<file path="config.mk">
export PLATFORM = sky130hd
export DESIGN_NAME = ambient_light_led_dimmer_top
export DESIGN_NICKNAME = d
export VERILOG_FILES = /design/src/hdl/ald_pkg.sv /design/src/hdl/ambient_light_led_dimmer_top.sv
export SDC_FILE = /design/constraint.sdc
export NUM_CORES = 1
export LEC_CHECK = 0
export BUFFER_PORTS_ARGS = -buffer_cell sky130_fd_sc_hd__buf_2
export CORE_ASPECT_RATIO = 1.2
export CORE_MARGIN = 8
export CORE_UTILIZATION = 43
export DETAILED_ROUTE_END_ITERATION = 16
export GPL_TIMING_DRIVEN = 1
export PLACE_DENSITY = 0.69
export SKIP_LAST_GASP = 1
export SLEW_MARGIN = 20
export SYNTH_ARGS = -nofsm -noshare
export SYNTH_HDL_FRONTEND = slang
export SYNTH_SLANG_ARGS = --single-unit
</file>
<file path="constraint.sdc">
create_clock -name aclk -period 8.3 [get_ports aclk]
set_input_delay 1.245 -clock aclk [delete_from_list [all_inputs] [get_ports aclk]]
set_output_delay 1.245 -clock aclk [all_outputs]
set_load 0.05 [all_outputs]
</file>
<file path="src/hdl/ald_pkg.sv">
package ald_pkg;

    localparam int RAW_W        = 12;
    localparam int PCT_W        = 7;
    localparam int TS_W         = 32;
    localparam int Q8_W         = 16;
    localparam int ADC_BITS_DEF = 12;

    localparam int PCT_MAX     = 100;
    localparam int UPDATE_MS   = 50;
    localparam int ROUND_HALF  = 128;
    localparam int Q_SHIFT     = 8;
    // x / 100 equals (x * RECIP_100) >> RECIP_SHIFT for every x up to 10000.
    localparam int RECIP_100   = 5243;
    localparam int RECIP_SHIFT = 19;

    localparam logic [RAW_W-1:0] MIN_RAW_RST      = 12'd0;
    localparam logic [RAW_W-1:0] MAX_RAW_RST      = 12'd4095;
    localparam logic [PCT_W-1:0] MIN_LED_RST      = 7'd0;
    localparam logic [PCT_W-1:0] MAX_LED_RST      = 7'd100;
    localparam logic             FIXED_MODE_RST   = 1'b0;
    localparam logic [PCT_W-1:0] FIXED_PCT_RST    = 7'd35;
    localparam logic [1:0]       FILTER_LEVEL_RST = 2'd2;
    localparam logic [1:0]       HYST_LEVEL_RST   = 2'd1;

    typedef enum logic [2:0] {
        REG_MIN_RAW      = 3'd0,
        REG_MAX_RAW      = 3'd1,
        REG_MIN_LED_PCT  = 3'd2,
        REG_MAX_LED_PCT  = 3'd3,
        REG_FIXED_MODE   = 3'd4,
        REG_FIXED_PCT    = 3'd5,
        REG_FILTER_LEVEL = 3'd6,
        REG_HYST_LEVEL   = 3'd7
    } cfg_idx_t;

    typedef struct packed {
        logic [RAW_W-1:0] raw_sample;
        logic [TS_W-1:0]  now_ms;
    } in_beat_t;

    typedef struct packed {
        logic [PCT_W-1:0] brightness_pct;
        logic [PCT_W-1:0] raw_pct;
        logic [PCT_W-1:0] mapped_pct;
    } out_beat_t;

    function automatic logic [PCT_W-1:0] clamp_pct(input logic [7:0] v);
        logic [PCT_W-1:0] r;
        r = (v > 8'(PCT_MAX)) ? PCT_W'(PCT_MAX) : v[PCT_W-1:0];
        return r;
    endfunction

    function automatic logic [2:0] filt_shift(input logic [1:0] level);
        logic [2:0] s;
        unique case (level)
            2'd0:    s = 3'd0;
            2'd1:    s = 3'd3;
            2'd2:    s = 3'd4;
            default: s = 3'd5;
        endcase
        return s;
    endfunction

    function automatic logic [2:0] hyst_step(input logic [1:0] level);
        logic [2:0] s;
        unique case (level)
            2'd0:    s = 3'd0;
            2'd1:    s = 3'd2;
            2'd2:    s = 3'd4;
            default: s = 3'd6;
        endcase
        return s;
    endfunction

endpackage

</file>
<file path="src/hdl/ambient_light_led_dimmer_top.sv">
// Ambient-light LED dimmer.
// Input channel s_*: one beat carries an ADC light sample and a millisecond
// timestamp. Output channel m_*: one beat per input beat, carrying the LED
// brightness, the sample position in the raw range and the live mapped value.
// The APB port holds the eight setting registers; any write restarts the
// filter, so the next sensor-mode beat seeds it afresh.
// An accepted beat runs through a small sequencer: a setup step for the
// dividend, one saturation check and seven restoring-division steps on a
// shared compare-and-subtract unit, two multiply steps, a filter step and a
// hysteresis step, at whose end the result is registered. Only then does
// the sequencer return to idle, so it takes no new beat while one is still
// being handled.
// s_ready is high whenever the sequencer is idle, even while a result still
// waits on m_ready. If the receiver stalls, the next beat halts in its last
// cycle until the output register is free.
// Reset restores the register defaults, clears the filter state and leaves
// no result pending.
module ambient_light_led_dimmer_top #(
    parameter int ADC_BITS = ald_pkg::ADC_BITS_DEF
) (
    input  logic              aclk,
    input  logic              aresetn,
    input  logic              s_valid,
    output logic              s_ready,
    input  ald_pkg::in_beat_t s_data,
    output logic              m_valid,
    input  logic              m_ready,
    output ald_pkg::out_beat_t m_data,
    input  logic              psel,
    input  logic              penable,
    input  logic              pwrite,
    input  logic [4:0]        paddr,
    input  logic [31:0]       pwdata,
    output logic [31:0]       prdata,
    output logic              pready
);

    localparam int WIDE_W = 17;
    localparam int SPAN_W = 13;
    localparam int NUM_W  = 19;
    localparam int PROD_W = 14;
    localparam int PCT_W  = ald_pkg::PCT_W;
    localparam int RAW_W  = ald_pkg::RAW_W;
    localparam int Q8_W   = ald_pkg::Q8_W;
    localparam int TS_W   = ald_pkg::TS_W;
    localparam logic [WIDE_W-1:0] ADC_MAX = WIDE_W'((1 << ADC_BITS) - 1);

    typedef enum logic [2:0] {
        ST_IDLE, ST_SAT, ST_DIV, ST_MUL1, ST_MUL2, ST_FILT, ST_HOLD
    } state_t;

    state_t state_reg;

    logic [RAW_W-1:0] min_raw_reg, max_raw_reg;
    logic [PCT_W-1:0] min_led_reg, max_led_reg, fixed_pct_reg;
    logic             fixed_mode_reg;
    logic [1:0]       filter_level_reg, hyst_level_reg;

    logic [NUM_W-1:0]  rem_reg;
    logic [SPAN_W-1:0] span_reg;
    logic              zero_reg, sat_reg;
    logic [2:0]        cnt_reg;
    logic [PCT_W-1:0]  quo_reg, raw_pct_reg, live_reg;
    logic [PROD_W-1:0] prod_reg;
    logic [TS_W-1:0]   now_reg, last_ms_reg;
    logic [Q8_W-1:0]   filt_q8_reg;
    logic              started_reg;
    logic [PCT_W-1:0]  held_reg;
    logic              m_valid_reg;
    ald_pkg::out_beat_t m_data_reg;

    // Register sanitising.
    logic [WIDE_W-1:0] hi_a, lo_a, hi_s, lo_s, raw_c;
    logic [PCT_W-1:0]  led_a, led_b, led_lo, led_hi;
    logic [RAW_W-1:0]  raw_diff;
    logic [NUM_W-1:0]  num_w;

    always_comb begin
        hi_a = WIDE_W'(max_raw_reg);
        if (hi_a > ADC_MAX) begin
            hi_a = ADC_MAX;
        end
        if (hi_a == '0) begin
            hi_a = WIDE_W'(1);
        end
        lo_a = WIDE_W'(min_raw_reg);
        if (lo_a > ADC_MAX - WIDE_W'(1)) begin
            lo_a = ADC_MAX - WIDE_W'(1);
        end
        hi_s = hi_a;
        lo_s = lo_a;
        if (lo_a >= hi_a) begin
            if (hi_a < ADC_MAX) begin
                hi_s = lo_a + WIDE_W'(1);
            end else begin
                lo_s = hi_a - WIDE_W'(1);
            end
        end
        raw_c = WIDE_W'(s_data.raw_sample);
        if (raw_c > ADC_MAX) begin
            raw_c = ADC_MAX;
        end
        raw_diff = RAW_W'(raw_c - lo_s);
        // Times 100 as shifts and adds: 64 + 32 + 4.
        num_w = (NUM_W'(raw_diff) << 6) + (NUM_W'(raw_diff) << 5)
              + (NUM_W'(raw_diff) << 2);

        led_a = ald_pkg::clamp_pct(8'(min_led_reg));
        led_b = ald_pkg::clamp_pct(8'(max_led_reg));
        if (led_a > led_b) begin
            led_lo = led_b;
            led_hi = led_a;
        end else begin
            led_lo = led_a;
            led_hi = led_b;
        end
    end

    // Shared compare-and-subtract unit for the division steps.
    logic [NUM_W-1:0] div_sub;
    logic             div_ge;
    assign div_sub = NUM_W'(span_reg) << cnt_reg;
    assign div_ge  = rem_reg >= div_sub;

    logic [PCT_W-1:0] pct_w;
    always_comb begin
        if (zero_reg) begin
            pct_w = '0;
        end else if (sat_reg) begin
            pct_w = PCT_W'(ald_pkg::PCT_MAX);
        end else begin
            pct_w = ald_pkg::clamp_pct(8'(quo_reg));
        end
    end

    logic [26:0]      recip_prod;
    logic [PCT_W-1:0] live_w;
    assign recip_prod = 27'(prod_reg) * 27'(ald_pkg::RECIP_100);
    assign live_w = ald_pkg::clamp_pct(8'(led_lo)
                                       + 8'(recip_prod >> ald_pkg::RECIP_SHIFT));

    // Exponential average step.
    logic [Q8_W-1:0] target_q8, up_q8, down_q8, dn_diff, round_mask;
    logic [TS_W-1:0] elapsed;
    logic [2:0]      shift_s;
    always_comb begin
        target_q8  = Q8_W'(live_reg) << ald_pkg::Q_SHIFT;
        elapsed    = now_reg - last_ms_reg;
        shift_s    = ald_pkg::filt_shift(filter_level_reg);
        round_mask = (Q8_W'(1) << shift_s) - Q8_W'(1);
        up_q8      = filt_q8_reg + ((target_q8 - filt_q8_reg) >> shift_s);
        dn_diff    = filt_q8_reg - target_q8;
        down_q8    = filt_q8_reg - ((dn_diff + round_mask) >> shift_s);
    end

    // Rounding and hysteresis.
    logic [Q8_W:0]    round_sum;
    logic [PCT_W-1:0] rounded, hyst_diff, held_w;
    logic [2:0]       step_s;
    always_comb begin
        round_sum = (Q8_W+1)'(filt_q8_reg) + (Q8_W+1)'(ald_pkg::ROUND_HALF);
        rounded   = ald_pkg::clamp_pct(8'(round_sum >> ald_pkg::Q_SHIFT));
        hyst_diff = (rounded >= held_reg) ? rounded - held_reg : held_reg - rounded;
        step_s    = ald_pkg::hyst_step(hyst_level_reg);
        held_w    = held_reg;
        if (step_s == 3'd0 || hyst_diff >= PCT_W'(step_s)) begin
            held_w = rounded;
        end
    end

    logic cfg_wr;
    ald_pkg::cfg_idx_t cfg_idx;
    assign cfg_wr  = psel && penable && pwrite && pready;
    assign cfg_idx = ald_pkg::cfg_idx_t'(paddr[4:2]);

    // The output register takes a new beat when it is empty or being emptied.
    logic out_load;
    assign out_load = (state_reg == ST_HOLD) && (!m_valid_reg || m_ready);

    always_ff @(posedge aclk) begin
        if (!aresetn) begin
            state_reg        <= ST_IDLE;
            m_valid_reg      <= 1'b0;
            started_reg      <= 1'b0;
            last_ms_reg      <= '0;
            filt_q8_reg      <= '0;
            held_reg         <= '0;
            min_raw_reg      <= ald_pkg::MIN_RAW_RST;
            max_raw_reg      <= ald_pkg::MAX_RAW_RST;
            min_led_reg      <= ald_pkg::MIN_LED_RST;
            max_led_reg      <= ald_pkg::MAX_LED_RST;
            fixed_mode_reg   <= ald_pkg::FIXED_MODE_RST;
            fixed_pct_reg    <= ald_pkg::FIXED_PCT_RST;
            filter_level_reg <= ald_pkg::FILTER_LEVEL_RST;
            hyst_level_reg   <= ald_pkg::HYST_LEVEL_RST;
        end else begin
            if (out_load) begin
                m_valid_reg <= 1'b1;
            end else if (m_ready) begin
                m_valid_reg <= 1'b0;
            end
            unique case (state_reg)
                ST_IDLE: begin
                    if (s_valid) begin
                        rem_reg   <= num_w;
                        span_reg  <= SPAN_W'(hi_s - lo_s);
                        zero_reg  <= raw_c <= lo_s;
                        now_reg   <= s_data.now_ms;
                        state_reg <= ST_SAT;
                    end
                end
                ST_SAT: begin
                    // A quotient of 128 or more saturates straight to 100.
                    sat_reg   <= {1'b0, rem_reg} >= {span_reg, 7'b0};
                    quo_reg   <= '0;
                    cnt_reg   <= 3'd6;
                    state_reg <= ST_DIV;
                end
                ST_DIV: begin
                    if (div_ge) begin
                        rem_reg          <= rem_reg - div_sub;
                        quo_reg[cnt_reg] <= 1'b1;
                    end
                    if (cnt_reg == 3'd0) begin
                        state_reg <= ST_MUL1;
                    end else begin
                        cnt_reg <= cnt_reg - 3'd1;
                    end
                end
                ST_MUL1: begin
                    raw_pct_reg <= pct_w;
                    prod_reg    <= PROD_W'(pct_w) * PROD_W'(led_hi - led_lo);
                    state_reg   <= ST_MUL2;
                end
                ST_MUL2: begin
                    live_reg  <= live_w;
                    state_reg <= ST_FILT;
                end
                ST_FILT: begin
                    if (!fixed_mode_reg) begin
                        if (!started_reg) begin
                            // Seeding leaves the hysteresis stage with nothing to do.
                            started_reg <= 1'b1;
                            last_ms_reg <= now_reg;
                            filt_q8_reg <= target_q8;
                            held_reg    <= live_reg;
                        end else if (elapsed >= TS_W'(ald_pkg::UPDATE_MS)) begin
                            last_ms_reg <= now_reg;
                            if (shift_s == 3'd0) begin
                                filt_q8_reg <= target_q8;
                            end else if (target_q8 >= filt_q8_reg) begin
                                filt_q8_reg <= up_q8;
                            end else begin
                                filt_q8_reg <= down_q8;
                            end
                        end
                    end
                    state_reg <= ST_HOLD;
                end
                ST_HOLD: begin
                    if (out_load) begin
                        if (fixed_mode_reg) begin
                            m_data_reg.brightness_pct <=
                                ald_pkg::clamp_pct(8'(fixed_pct_reg));
                        end else begin
                            held_reg                  <= held_w;
                            m_data_reg.brightness_pct <= held_w;
                        end
                        m_data_reg.raw_pct    <= raw_pct_reg;
                        m_data_reg.mapped_pct <= live_reg;
                        state_reg             <= ST_IDLE;
                    end
                end
                default: begin
                    state_reg <= ST_IDLE;
                end
            endcase
            if (cfg_wr) begin
                started_reg <= 1'b0;
                unique case (cfg_idx)
                    ald_pkg::REG_MIN_RAW:      min_raw_reg      <= pwdata[RAW_W-1:0];
                    ald_pkg::REG_MAX_RAW:      max_raw_reg      <= pwdata[RAW_W-1:0];
                    ald_pkg::REG_MIN_LED_PCT:  min_led_reg      <= pwdata[PCT_W-1:0];
                    ald_pkg::REG_MAX_LED_PCT:  max_led_reg      <= pwdata[PCT_W-1:0];
                    ald_pkg::REG_FIXED_MODE:   fixed_mode_reg   <= pwdata[0];
                    ald_pkg::REG_FIXED_PCT:    fixed_pct_reg    <= pwdata[PCT_W-1:0];
                    ald_pkg::REG_FILTER_LEVEL: filter_level_reg <= pwdata[1:0];
                    ald_pkg::REG_HYST_LEVEL:   hyst_level_reg   <= pwdata[1:0];
                    default:                   ;
                endcase
            end
        end
    end

    always_comb begin
        unique case (cfg_idx)
            ald_pkg::REG_MIN_RAW:      prdata = 32'(min_raw_reg);
            ald_pkg::REG_MAX_RAW:      prdata = 32'(max_raw_reg);
            ald_pkg::REG_MIN_LED_PCT:  prdata = 32'(min_led_reg);
            ald_pkg::REG_MAX_LED_PCT:  prdata = 32'(max_led_reg);
            ald_pkg::REG_FIXED_MODE:   prdata = 32'(fixed_mode_reg);
            ald_pkg::REG_FIXED_PCT:    prdata = 32'(fixed_pct_reg);
            ald_pkg::REG_FILTER_LEVEL: prdata = 32'(filter_level_reg);
            ald_pkg::REG_HYST_LEVEL:   prdata = 32'(hyst_level_reg);
            default:                   prdata = '0;
        endcase
    end

    assign pready  = 1'b1;
    assign s_ready = state_reg == ST_IDLE;
    assign m_valid = m_valid_reg;
    assign m_data  = m_data_reg;

endmodule

</file>
==> results of run 1 <==
[final timing paths]
kind | depth (start not counted) | end | slack [ns] | start
hold reg to reg | 0 | m_data[13] | 0.43 | raw_pct_reg[6]
setup reg to reg | 37 | prod_reg[13] | 0.50 | min_led_reg[1]
setup / recovery | 37 | prod_reg[13] | 0.50 | min_led_reg[1]
hold / removal | 0 | m_data[13] | 0.43 | raw_pct_reg[6]
[per-stage QoR]
| step | area, um2 | setup TNS [ns] |
|---|---|---|
| after floorplan | 25500 | 0 |
| after CTS | 27700 | 0 |
| after detailed placement | 26700 | 0 |
| after global placement | 26700 | 0 |
| after global routing | 27900 | -0.0102 |
| final | 27900 | 0 |
[timing repair]
item / in CTS / in global routing
gates resized for setup: 0 / 51
buffers inserted: 0 / 2
endpoints found under the setup margin: 0 / 8
[worst max-delay path: cells and delay by family (launching register included)]
kind / cells / cell delay, ns
simple gates: 6 / 1.19
compound gates: 17 / 2.39
fa+ha+maj: 7 / 2.90
xor+xnor: 2 / 0.32
flops: 1 / 0.33
buf+inv: 5 / 0.41
[layout make-up]
class / count / area share, %
diodes: 2 / 0.0179
clock buffers: 36 / 2.96
clock inverters: 16 / 0.605
inverters: 396 / 5.33
multi-input cells: 2222 / 63.1
flip-flops and latches: 235 / 21.4
well taps: 792 / 3.55
repair buffers: 147 / 3.07
[layer usage]
metal | GRT usage (%) | part of all wire (%) | vias up
met5 | 0 | 0.062 | -
met4 | 5.99 | 2.8 | 6
met3 | 2.65 | 5.3 | 120
met2 | 35.2 | 50 | 480
met1 | 23.9 | 42 | 9964
li1 | - | - | 10400
[cell families (layout without fill, tap and decap cells)]
family	count (synthesis)	count (layout)	share of synthesized area (%)
and+or+nand+nor	849	849	16.2
AOI/OAI and AO/OA	645	645	16.3
buffers and inverters	529	595	8.22
adders and majority gates	446	446	25.3
DFF	235	235	23.5
muxes	130	130	6.02
xor gates and xnor gates	129	129	4.45
other	2	25	0.0296
[synth_stat cells (all sizes together) (8+ instances only)]
cell type  instances  share of area [%]
nand3b             8               0.24
a21boi            23               0.68
o2111ai           10               0.35
clkbuf            95                1.4
o21ai            140                2.8
a31oi             20               0.49
nor2b             33               0.81
and3              30               0.74
mux4              17                1.5
mux2i            103                4.1
a211oi            32               0.97
buf               38               0.96
nand2            208                3.1
xor2              48                1.7
and2              19               0.47
or3               23               0.57
nor4              16               0.39
nor2             265                3.9
nor3b             12               0.36
o22ai             11               0.27
or2               21               0.52
o21bai            14               0.41
ha               333                 16
o211ai            32               0.95
o31ai             18               0.55
edfxtp           125                 15
nand2b            46                1.1
o21a              31               0.92
xnor2             81                2.8
inv              394                5.8
a21o              46                1.4
nand3             50               0.99
a21oi            189                3.7
fa               112                8.8
dfxtp            110                8.7
nor3              63                1.3
mux2              10               0.44
nand4             23               0.57
[report_power, final]
| group | total [uW] | switching [uW] | internal [uW] |
|---|---|---|---|
| clock network | 1320 | 522 | 794 |
| registers | 1330 | 39.8 | 1290 |
| logic | 1070 | 626 | 446 |
==> metrics.md, run 1 <==
| Metric | Value |
|---|---|
| Initial core utilization | approximately 43% |
| Core area | around 0.058 mm2 |
| HP Class | register to register |
| Starting DRT DRC Count | between 1000 and 1500 |
| GP Congestion | around 0.93 |
| First-pass GRT wire length | roughly 110000 um |
| Die area | ~0.067 mm2 |
| Routed via count | roughly 21000 |
| Row Count | between 90 and 100 |
| Reg clk slew, reported paths | approximately 0.060 ns |
| Hold_ws | ~0.43 ns |
| Critical path type | register to register |
| Storage cell area | 0.00597 mm2 |
| DRC | 0 |
| Area growth from synthesis to layout | 9.97% |
| FFs w/ async S/R, synth | 0% |
| I/O pin count | around 140 |
| Gate Count Post-Synth | 2965 |
| Die X-Extent | 238 um |
| CP Max Fanout | 7 |
| H-Tree Depth | 1 |
| Vias in the first global route | ~21000 |
| Clock Latency Late Sink | about 0.57 ns |
| Synth Warn # | 0 |
| Number of I/O port buffers | 100 |
| Post-Layout Cell Count | ~3800 |
| Outcome | complete, no violations |
| Largest net degree at the start of global routing | 85 |
| Fill count | 5694 |
| Final worst slack | 0.498 ns |
| Tot Pwr | 3720 uW |
| Synthesized area | 0.0254 mm2 |
| CTS buffer count | 28 |
| Final nets | between 3000 and 4000 |
| Sequential area share after synthesis | 23.5% |
| CTS tree | done |
| Worst-Margin Slew | 1.17 ns |
| Initial antenna violation count | 6 |
| Crit end category | register |
| Die height | between 200 and 300 um |
| Ys flop type | edfxtp_1 |
| Period minus WS final | 7.80 ns |
| Dpl cells | 3790 |
| Share of layout cells above drive strength 1 | around a tenth |
| Place WS | about 0.2 ns |
| GRT Total Usage | between 10% and 20% |
| Max_slew headroom | a little over a fifth |
| Worst EP arrival | 8.11 ns |
| CTS sink cnt | about 240 |
| Maximum vdd drop | 0.162 mV |
| Post-synth EDFFs | ~130 |
| Bufs on Longest Clock Path | 3 |
| DR WL/cell | approximately 17 um |
| Total grt overflow | 0 |
| Avg Vias per Cell | 5.46 |
| Routed WL | approximately 67000 um |
| Util after Layout | 47.8% |
| Worst path slowest cell | fa_1 |
| #FFs+latches synth | 235 |
| Max stage delay on crit path | around 0.56 ns |
| Synth cell types | 85 |
| Drt first pass iters | 5 |
| Commonest non-fill, non-tap cell in the layout | inv_1 |
| CP required | between 8 and 9 ns |
| CP Launch Type | register |
| Leak pwr | between 0.01 and 0.015 uW |
| Final period util | between 90 and 100% |
| Multi-input gate area | ~0.018 mm2 |
| Avg Cell Area, Syn | 8.56 um2 |
| Hold_buf cts | 0 |
| Max frequency | approximately 130 MHz |
| Max-slew violations | 0 |
| Final setup viols | 0 |
| Commonest cells after routing, fill and taps aside | 393 x inv_1, 330 x ha_1, 259 x nor2_1 |
| Final ANT Viol Nets | 0 |
| Pwr Density | 133 mW/mm2 |
| Number of max-cap violations | 0 |
| Layout Skew | approximately 0.016 ns |
| Final Hold Vio Count | 0 |
| DP HPWL | around 53000 um |
| Clk root buf | clkbuf_16 |
Note: power is estimated with default switching activity, not from simulation.
==> run 2: changes to the inputs <==
Settings changed: RECOVER_POWER set to 50.
==> run 2 against run 1 <==
Compared with the run above:
- the flow now finishes with violations (max-capacitance violations, max-slew violations)
- register-to-register slack worse by 0.03 ns
- highest routed layer unchanged
- wire length hardly changed
- largest power group unchanged
- critical path type unchanged
- clock power hardly changed
- count of clock-buffer cells in the layout stayed put
- worst hold slack hardly changed
- clock skew is 0.0012 ns lower
- setup slack worse by 0.035 ns
- global-route usage stayed put
==> metrics.md, run 2 (synthesis gave the netlist of run 1 again) <==
| Metric | Value |
|---|---|
| Outcome | finished, violations left |
| Failing checks | max-capacitance violations, max-slew violations |
| CTS tree | done |
| Die height | 282 um (unchanged) |
| Period minus WS final | 7.84 ns (+0.0346 ns) |
| Maximum vdd drop | 0.161 mV (-0.78%) |
| DRC | 0 (unchanged) |
| Final ANT Viol Nets | 0 (unchanged) |
| H-Tree Depth | 1 (unchanged) |
| Crit end category | register |
| M1 WL | 28200 um (+0.21%) |
| Max stage delay on crit path | 0.56 ns (about the same) |
| Leak pwr | 0.0126 uW (-0.85%) |
| CTS buffer count | 28 (unchanged) |
| Storage cell area | 0.00597 mm2 (unchanged) |
| Min-Delay Startpoint | raw_pct_reg[6] |
| Share of layout cells above drive strength 1 | 8.75% (-1.3 points) |
| Top Metal Used | met5 |
| Worst setup startpoint | min_led_reg[1] |
| Critical path type | register to register |
| Clock Latency Late Sink | 0.57 ns (about the same) |
| Final worst slack | 0.463 ns (-0.0346 ns) |
| Starting DRT DRC Count | 1384 (-2.1%) |
| Worst path slowest cell | fa_1 |
| CP Max Fanout | 7 (unchanged) |
| Final setup viols | 0 (unchanged) |
| CP required | 8.61 ns (about the same) |
| Commonest non-fill, non-tap cell in the layout | inv_1 |
| R2R Path Start | min_led_reg[1] |
| I/O pin count | 144 (unchanged) |
| GRT Total Usage | 19.5% (unchanged) |
| Row Count | 97 (unchanged) |
| Worst EP arrival | 8.15 ns (+0.04 ns) |
| Hold_buf cts | 0 (unchanged) |
| Max frequency | 128 MHz (-0.44%) |
| Area growth from synthesis to layout | 9.66% |
| Place WS | 0.195 ns (unchanged) |
| Final nets | 3563 (unchanged) |
| Reg clk slew, reported paths | 0.06 ns (about the same) |
| Pwr Density | 133 mW/mm2 (+0.20%) |
| Worst-Margin Slew | 4.57 ns (+3.40 ns) |
| Met2 WL | 33000 um (+0.13%) |
| Met3 wire length | 3440 um (-2.2%) |
| Final Hold Vio Count | 0 (unchanged) |
| CP Launch Type | register |
| Hold_ws | 0.429 ns (-0.000198 ns) |
| Max_slew headroom | -205% (-230 points) |
| CTS sink cnt | 235 (unchanged) |
| Number of max-cap violations | 4 (+4) |
| Die X-Extent | 238 um (unchanged) |
| Largest net degree at the start of global routing | 85 (unchanged) |
| Initial antenna violation count | 6 (unchanged) |
| Routed WL | 66500 um (about the same) |
| Number of I/O port buffers | 100 (unchanged) |
| Commonest cells after routing, fill and taps aside | 393 x inv_1, 330 x ha_1, 260 x nor2_1 |
| Layout Skew | 0.0146 ns (-0.00119 ns) |
| Routed via count | 21000 (+0.048%) |
| Bufs on Longest Clock Path | 3 (unchanged) |
| Initial core utilization | 43.5% (unchanged) |
| First-pass GRT wire length | 108000 um (unchanged) |
| Final period util | 94.4% (+0.42 points) |
| Die area | 0.0671 mm2 (unchanged) |
| GP Congestion | 0.932 (unchanged) |
| HP Class | register to register |
| Util after Layout | 47.7% (-0.13 points) |
| Avg Vias per Cell | 5.46 (about the same) |
| Multi-input gate area | 0.0176 mm2 (about the same) |
| Total grt overflow | 0 (unchanged) |
| Max-slew violations | 187 (+187) |
| DR WL/cell | 17.3 um (about the same) |
| Drt first pass iters | 5 (unchanged) |
| Clk root buf | clkbuf_16 |
| DP HPWL | 52600 um (unchanged) |
| Core area | 0.0584 mm2 (unchanged) |
| Vias in the first global route | 20900 (unchanged) |
| Fill count | 5713 (+0.33%) |
==> run 2: cell count changes in the layout (fill, tap and decap cells not counted), sizes merged <==
cell    previous run  this run
clkbuf            36        68
buf              147       115
inv              394       393
clkinv            13        14
diode              2         1
==> run 2: routing by layer <==
layer / vias to the layer above / global-route usage [%]
met5: - / 0
met4: 6 / 5.99
met3: 123 / 2.65
met2: 491 / 35.2
met1: 9960 / 23.9
li1: 10400 / -
==> run 2: what timing repair did <==
action | CTS | global route
setup buffers | 0 | 2
resized for setup | 0 | 51
setup endpoints to repair | 0 | 8
==> run 2: path summary, 6_finish.rpt <==
check / slack, ns / cells past startpoint / endpoint
worst min-delay path: 0.43 / 0 / m_data[13]
worst max-delay path: 0.46 / 37 / prod_reg[13]
worst min register to register: 0.43 / 0 / m_data[13]
worst max register to register: 0.46 / 37 / prod_reg[13]
==> run 2: stage by stage <==
stage / setup TNS (ns) / std cells / instance area, um2 / power (uW)
6_report: 0 / 3845 / 27800 / 3710
4_1_cts: 0 / 3842 / 27700 / 3740
3_5_place_dp: 0 / 3790 / 26700 / 2410
2_1_floorplan: 0 / 2986 / 25500 / 2170
3_3_place_gp: 0 / 3790 / 26700 / 2390
5_1_grt: -0.0102 / 3844 / 27800 / 3930
==> run 2: critical path, delay by kind of cell (launching register included) <==
kind / cells / cell delay, ns
simple gates: 6 / 1.20
fa+ha+maj: 7 / 2.90
compound gates: 17 / 2.41
xor+xnor: 2 / 0.32
buf+inv: 5 / 0.41
flops: 1 / 0.33
==> run 2: cell type report <==
cell class                      count  area share (%)
Antenna cell                        1         0.00899
Clock buffer                       36            2.97
Clock inverter                     16           0.607
Inverter                          396            5.34
Multi-Input combinational cell   2222            63.2
Sequential cell                   235            21.4
Tap cell                          792            3.56
Timing Repair Buffer              147            2.87
==> run 2: report_power, final <==
part	switching (uW)	internal [uW]
Clock	519	794
Sequential	39.3	1290
Combinational	626	444
